`src/pnfb_pkg.sv`:
```
// ----------------------------------------------------------------------------
// pnfb_pkg
// Shared types and constants of the packed 4-bit-per-pixel drawing engine.
// ----------------------------------------------------------------------------
`default_nettype none

package pnfb_pkg;

  localparam int X_W     = 9;
  localparam int Y_W     = 8;
  localparam int COLOR_W = 4;
  localparam int FUNC_W  = 2;

  localparam int IN_TDATA_W  = 40;
  localparam int OUT_TDATA_W = 8;

  localparam int APB_ADDR_W = 3;
  localparam int APB_DATA_W = 32;

  localparam logic [0:0] REG_WHITE_CODE = 1'b0;

  typedef enum logic [FUNC_W-1:0] {
    FUNC_PUT   = 2'd0,
    FUNC_GET   = 2'd1,
    FUNC_FILL  = 2'd2,
    FUNC_CLEAR = 2'd3
  } func_t;

  typedef enum logic [2:0] {
    ST_INIT_CLEAR,
    ST_IDLE,
    ST_SETUP,
    ST_READ,
    ST_MODIFY,
    ST_CLEAR,
    ST_DONE
  } state_t;

  typedef struct packed {
    logic in_ready;
    logic setup;
    logic modify;
    logic clear;
    logic zero_fill;
    logic out_load;
  } dp_cmd_t;

  typedef struct packed {
    func_t func;
    logic  go;
    logic  fill_last;
    logic  clear_last;
    logic  out_free;
  } dp_status_t;

endpackage

`default_nettype wire

```
`src/pnfb_ctrl.sv`:
```
// ----------------------------------------------------------------------------
// pnfb_ctrl
// Command sequencer: reset clear pass, pixel read-modify-write, rectangle
// walk, screen clear and result hand-off.
// ----------------------------------------------------------------------------
`default_nettype none

module pnfb_ctrl
  import pnfb_pkg::*;
(
  input  wire logic       clk,
  input  wire logic       rst,
  input  wire logic       s_tvalid,
  input  wire dp_status_t status,
  output dp_cmd_t         cmd
);

  state_t state;
  state_t state_next;

  always_ff @(posedge clk) begin
    if (rst) begin
      state <= ST_INIT_CLEAR;
    end else begin
      state <= state_next;
    end
  end

  always_comb begin
    state_next = state;
    case (state)
      ST_INIT_CLEAR: begin
        if (status.clear_last) state_next = ST_IDLE;
      end
      ST_IDLE: begin
        if (s_tvalid) state_next = ST_SETUP;
      end
      ST_SETUP: begin
        if (status.func == FUNC_CLEAR) begin
          state_next = ST_CLEAR;
        end else if (status.go) begin
          state_next = ST_READ;
        end else begin
          state_next = ST_DONE;
        end
      end
      ST_READ: begin
        state_next = ST_MODIFY;
      end
      ST_MODIFY: begin
        if (status.func == FUNC_FILL && !status.fill_last) begin
          state_next = ST_READ;
        end else begin
          state_next = ST_DONE;
        end
      end
      ST_CLEAR: begin
        if (status.clear_last) state_next = ST_DONE;
      end
      ST_DONE: begin
        if (status.out_free) state_next = ST_IDLE;
      end
      default: begin
        state_next = ST_IDLE;
      end
    endcase
  end

  always_comb begin
    cmd = '0;
    case (state)
      ST_INIT_CLEAR: begin
        cmd.clear     = 1'b1;
        cmd.zero_fill = 1'b1;
      end
      ST_IDLE: begin
        cmd.in_ready = 1'b1;
      end
      ST_SETUP: begin
        cmd.setup = 1'b1;
      end
      ST_READ: begin
        cmd = '0;
      end
      ST_MODIFY: begin
        cmd.modify = 1'b1;
      end
      ST_CLEAR: begin
        cmd.clear = 1'b1;
      end
      ST_DONE: begin
        cmd.out_load = status.out_free;
      end
      default: begin
        cmd = '0;
      end
    endcase
  end

endmodule

`default_nettype wire

```
`config.mk`:
```
export PLATFORM = sky130hd
export DESIGN_NAME = pnfb_ctrl
export DESIGN_NICKNAME = d
export VERILOG_FILES = /design/src/pnfb_pkg.sv /design/src/pnfb_ctrl.sv
export SDC_FILE = /design/constraint.sdc
export NUM_CORES = 1
export LEC_CHECK = 0
export ABC_CLOCK_PERIOD_IN_PS = 2500
export BUFFER_PORTS_ARGS = -buffer_cell sky130_fd_sc_hd__buf_2
export CORE_AREA = 3 3 40 42
export DETAILED_ROUTE_END_ITERATION = 16
export DIE_AREA = 0 0 43 45
export SLEW_MARGIN = 20
export SYNTH_ARGS = -nofsm -noshare
export SYNTH_HDL_FRONTEND = slang
export SYNTH_SLANG_ARGS = --single-unit
```
`constraint.sdc`:
```
create_clock -name clk -period 2.5 [get_ports clk]
set_input_delay 0 -clock clk [delete_from_list [all_inputs] [get_ports clk]]
set_output_delay 0 -clock clk [all_outputs]
set_load 0.02 [all_outputs]
```
==> qor.csv <==
stage,metric,value,unit
drt,antenna-violating nets left,0,
drt,1st-pass router iterations,4,
drt,DR vias,365,
clocking,CTS tree,yes,
timing,setup TNS,0,ps
placement,GP Congestion,0.791,
timing,fin crit share,68.2,%
synth,syn_nets,54,
power_and_ir_drop,Net Switching,83.5,uW
drt,wire length per cell,10.4,um
power_and_ir_drop,clock share of power,35.2,%
clocking,CTS Root Cell,clkbuf_4,
grt,initial antenna violation count,0,
job,MaxCap Viol Count,0,
timing,RSZ-0062 raised after global routing,no,
worst_setup_path,"Max FO, Critical Path",9,
clocking,Clock transition at path regs,40,ps
synth,Post-Synthesis Cells,44,
placement,Inst Count DP,71,
synth,Ys Warns,0,
finish,number of flip-flops in the largest register,3,
worst_setup_path,WP data required,2670,ps
finish,non-filler instance count after layout,76,
die,Die H,45,um
die,Starting Density,25.3,%
power_and_ir_drop,LEAKAGE,0.000197,uW
synth,"Cell Area, Synth",325,um^2
drt,vias per cell,4.80,
worst_setup_path,CP Class,reg2reg,
grt,number of global-route vias before repair,332,
power_and_ir_drop,cell-internal power,155,uW
synth,distinct cell type count after synthesis,24,
clocking,clk sink count,3,
finish,area grow syn2layout,33.5,%
timing,Worst Max-Slew Pin Slew,413,ps
synth,#FFs+latches synth,3,
worst_setup_path,Setup crit end kind,register,
clocking,H-tree depth,1,
die,Cell Rows,13,
power_and_ir_drop,overall power,238,uW
synth,sequential fraction of the synthesis area,18.5,%
timing,fin crit period,1710,ps
timing,fmax,0.586,GHz
placement,# port buffers,14,
die,I/O Pins,15,
die,Core ar.,1280,um^2
power_and_ir_drop,Sw Share,35.1,%
drt,first-iteration detailed-routing DRC count,7,
placement,detailed placement HPWL,610,um
timing,clk_skew,0.728,ps
timing,Final Slew Violations,0,
die,Die Wd,43,um
clocking,CTS Buf Count,3,
synth,Syn Area/Cell,7.39,um^2
finish,"commonest non-fill, non-tap cell in the layout",buf_2,
grt,grt total ovfl,0,
finish,Reg with most FFs,state,
grt,GRT Util Overall,8.83,%
drt,DRC Markers,0,
grt,pin count of the biggest net entering global routing,14,
power_and_ir_drop,VDD IR max,0.255,mV
clocking,number of setup buffers added after CTS,0,
clocking,clk_lat worst skew,230,ps
finish,nets,72,
finish,final core utilization,33.8,%
worst_setup_path,WP data arrival,1870,ps
timing,final-report hold violation count,0,
finish,share of cells above drive strength 1,31.1,%
grt,first-pass GRT wire length,1.30,mm
power_and_ir_drop,Gate power share,37.0,%
finish,antenna cells,0,
power_and_ir_drop,register share of total power,27.8,%
power_and_ir_drop,PwrDens,549,nW/um^2
clocking,Longest Clk Path Bufs,2,
timing,Slew HR,72.1,%
drt,routed wire length,793,um
worst_setup_path,Worst setup SP type,register,
finish,most frequent cells in the layout,"buf_2, nor2_1, nand2b_1",
finish,biggest regs,state (3),
hold_path,Hold Path Class,in2reg,
outcome,status,"finished, final reports clean",
die,die area,1940,um^2
timing,final setup vio count,0,
cells by family (layout without fill, tap and decap cells):
| family | count (synthesis) | after routing | share of synthesized area [%] |
|---|---|---|---|
| buffers and inverters | 5 | 22 | 8.46 |
| AND/OR/NAND/NOR | 22 | 22 | 37.7 |
| adder cells (fa/ha/maj) | 1 | 1 | 3.85 |
| flip-flops | 3 | 3 | 18.5 |
| AO/OA/AOI/OAI | 11 | 11 | 25.8 |
| XOR/XNOR | 1 | 1 | 2.69 |
| multiplexers | 1 | 1 | 3.08 |
worst max-delay path, stage by stage, from the launching register on:
cell	delay (ps)
dfxtp_1	480
inv_1	100
ha_1	360
a21o_1	170
o311ai_0	330
a21oi_1	120
nor2_1	90
final cells by class:
class                           instances  area (um^2)
Clock buffer                            4         26.3
Fill cell                             161          851
Inverter                                3         11.3
Multi-Input combinational cell         36          238
Sequential cell                         3         60.1
Tap cell                               15         18.8
Timing Repair Buffer                   15         80.1
power by group through the flow:
stage / registers (uW) / logic, uW / clock network (uW)
6_report: 66.2 / 88.2 / 83.8
3_3_place_gp: 66.3 / 87.6 / 0
4_1_cts: 66.1 / 89.0 / 90.0
5_1_grt: 67.3 / 98.5 / 91.9
3_5_place_dp: 66.9 / 87.5 / 0
2_1_floorplan: 57.9 / 74.7 / 0
synth_stat cells:
| cell type | number | area (um^2) |
|---|---|---|
| xor2_1 | 1 | 8.76 |
| nand2_1 | 2 | 7.51 |
| and4bb_2 | 1 | 12.5 |
| a222oi_1 | 1 | 10.0 |
| and3_1 | 1 | 6.26 |
| o311ai_0 | 1 | 8.76 |
| o22ai_1 | 1 | 6.26 |
| a221oi_2 | 1 | 15.0 |
| nor3_1 | 1 | 5.00 |
| inv_1 | 3 | 11.3 |
| mux2i_1 | 1 | 10.0 |
| a311oi_1 | 1 | 8.76 |
| or3b_1 | 1 | 8.76 |
| a21oi_1 | 4 | 20.0 |
| a211oi_1 | 1 | 7.51 |
| nor2_1 | 8 | 30.0 |
| ha_1 | 1 | 12.5 |
| nor4b_1 | 1 | 8.76 |
| a21o_1 | 1 | 7.51 |
| buf_6 | 1 | 11.3 |
| dfxtp_1 | 3 | 60.1 |
| nand2b_1 | 5 | 31.3 |
| nor2b_1 | 2 | 12.5 |
| buf_2 | 1 | 5.00 |
routing by layer:
layer  vias up  share of wire [%]  wire [um]  GRT usage [%]
li1        196                  -          -              -
met2         9                 47        369           13.8
met5         -                  0          0              0
met4         0                  0          0           7.23
met3         0                6.1         48          0.797
met1       160                 47        375           11.1
metrics by stage:
step                      setup slack, ps  hold slack [ps]  area, um^2
after detailed placement              812              198         398
after global placement                848              196         398
final                                 794              181         434
after floorplan                      1060             69.1         325
after global routing                  653              226         434
after CTS                             803              175         434
final timing paths:
check | start | end | slack (ps) | cells past startpoint
worst max-delay path | state[1]$_SDFFE_PP0P_ | state[1]$_SDFFE_PP0P_ | 790 | 6
worst min-delay path | status[1] | state[2]$_SDFFE_PP0P_ | 180 | 4
worst max register to register | state[1]$_SDFFE_PP0P_ | state[1]$_SDFFE_PP0P_ | 790 | 6
worst min register to register | state[0]$_SDFFE_PP0P_ | state[0]$_SDFFE_PP0P_ | 670 | 2
timing repair:
item | 4_1_cts | 5_1_grt
hold buffers | 1 | 0
gates resized for setup | 0 | 0
endpoints found under the hold margin | 3 | 0
Power figures use the tool's default switching activity.
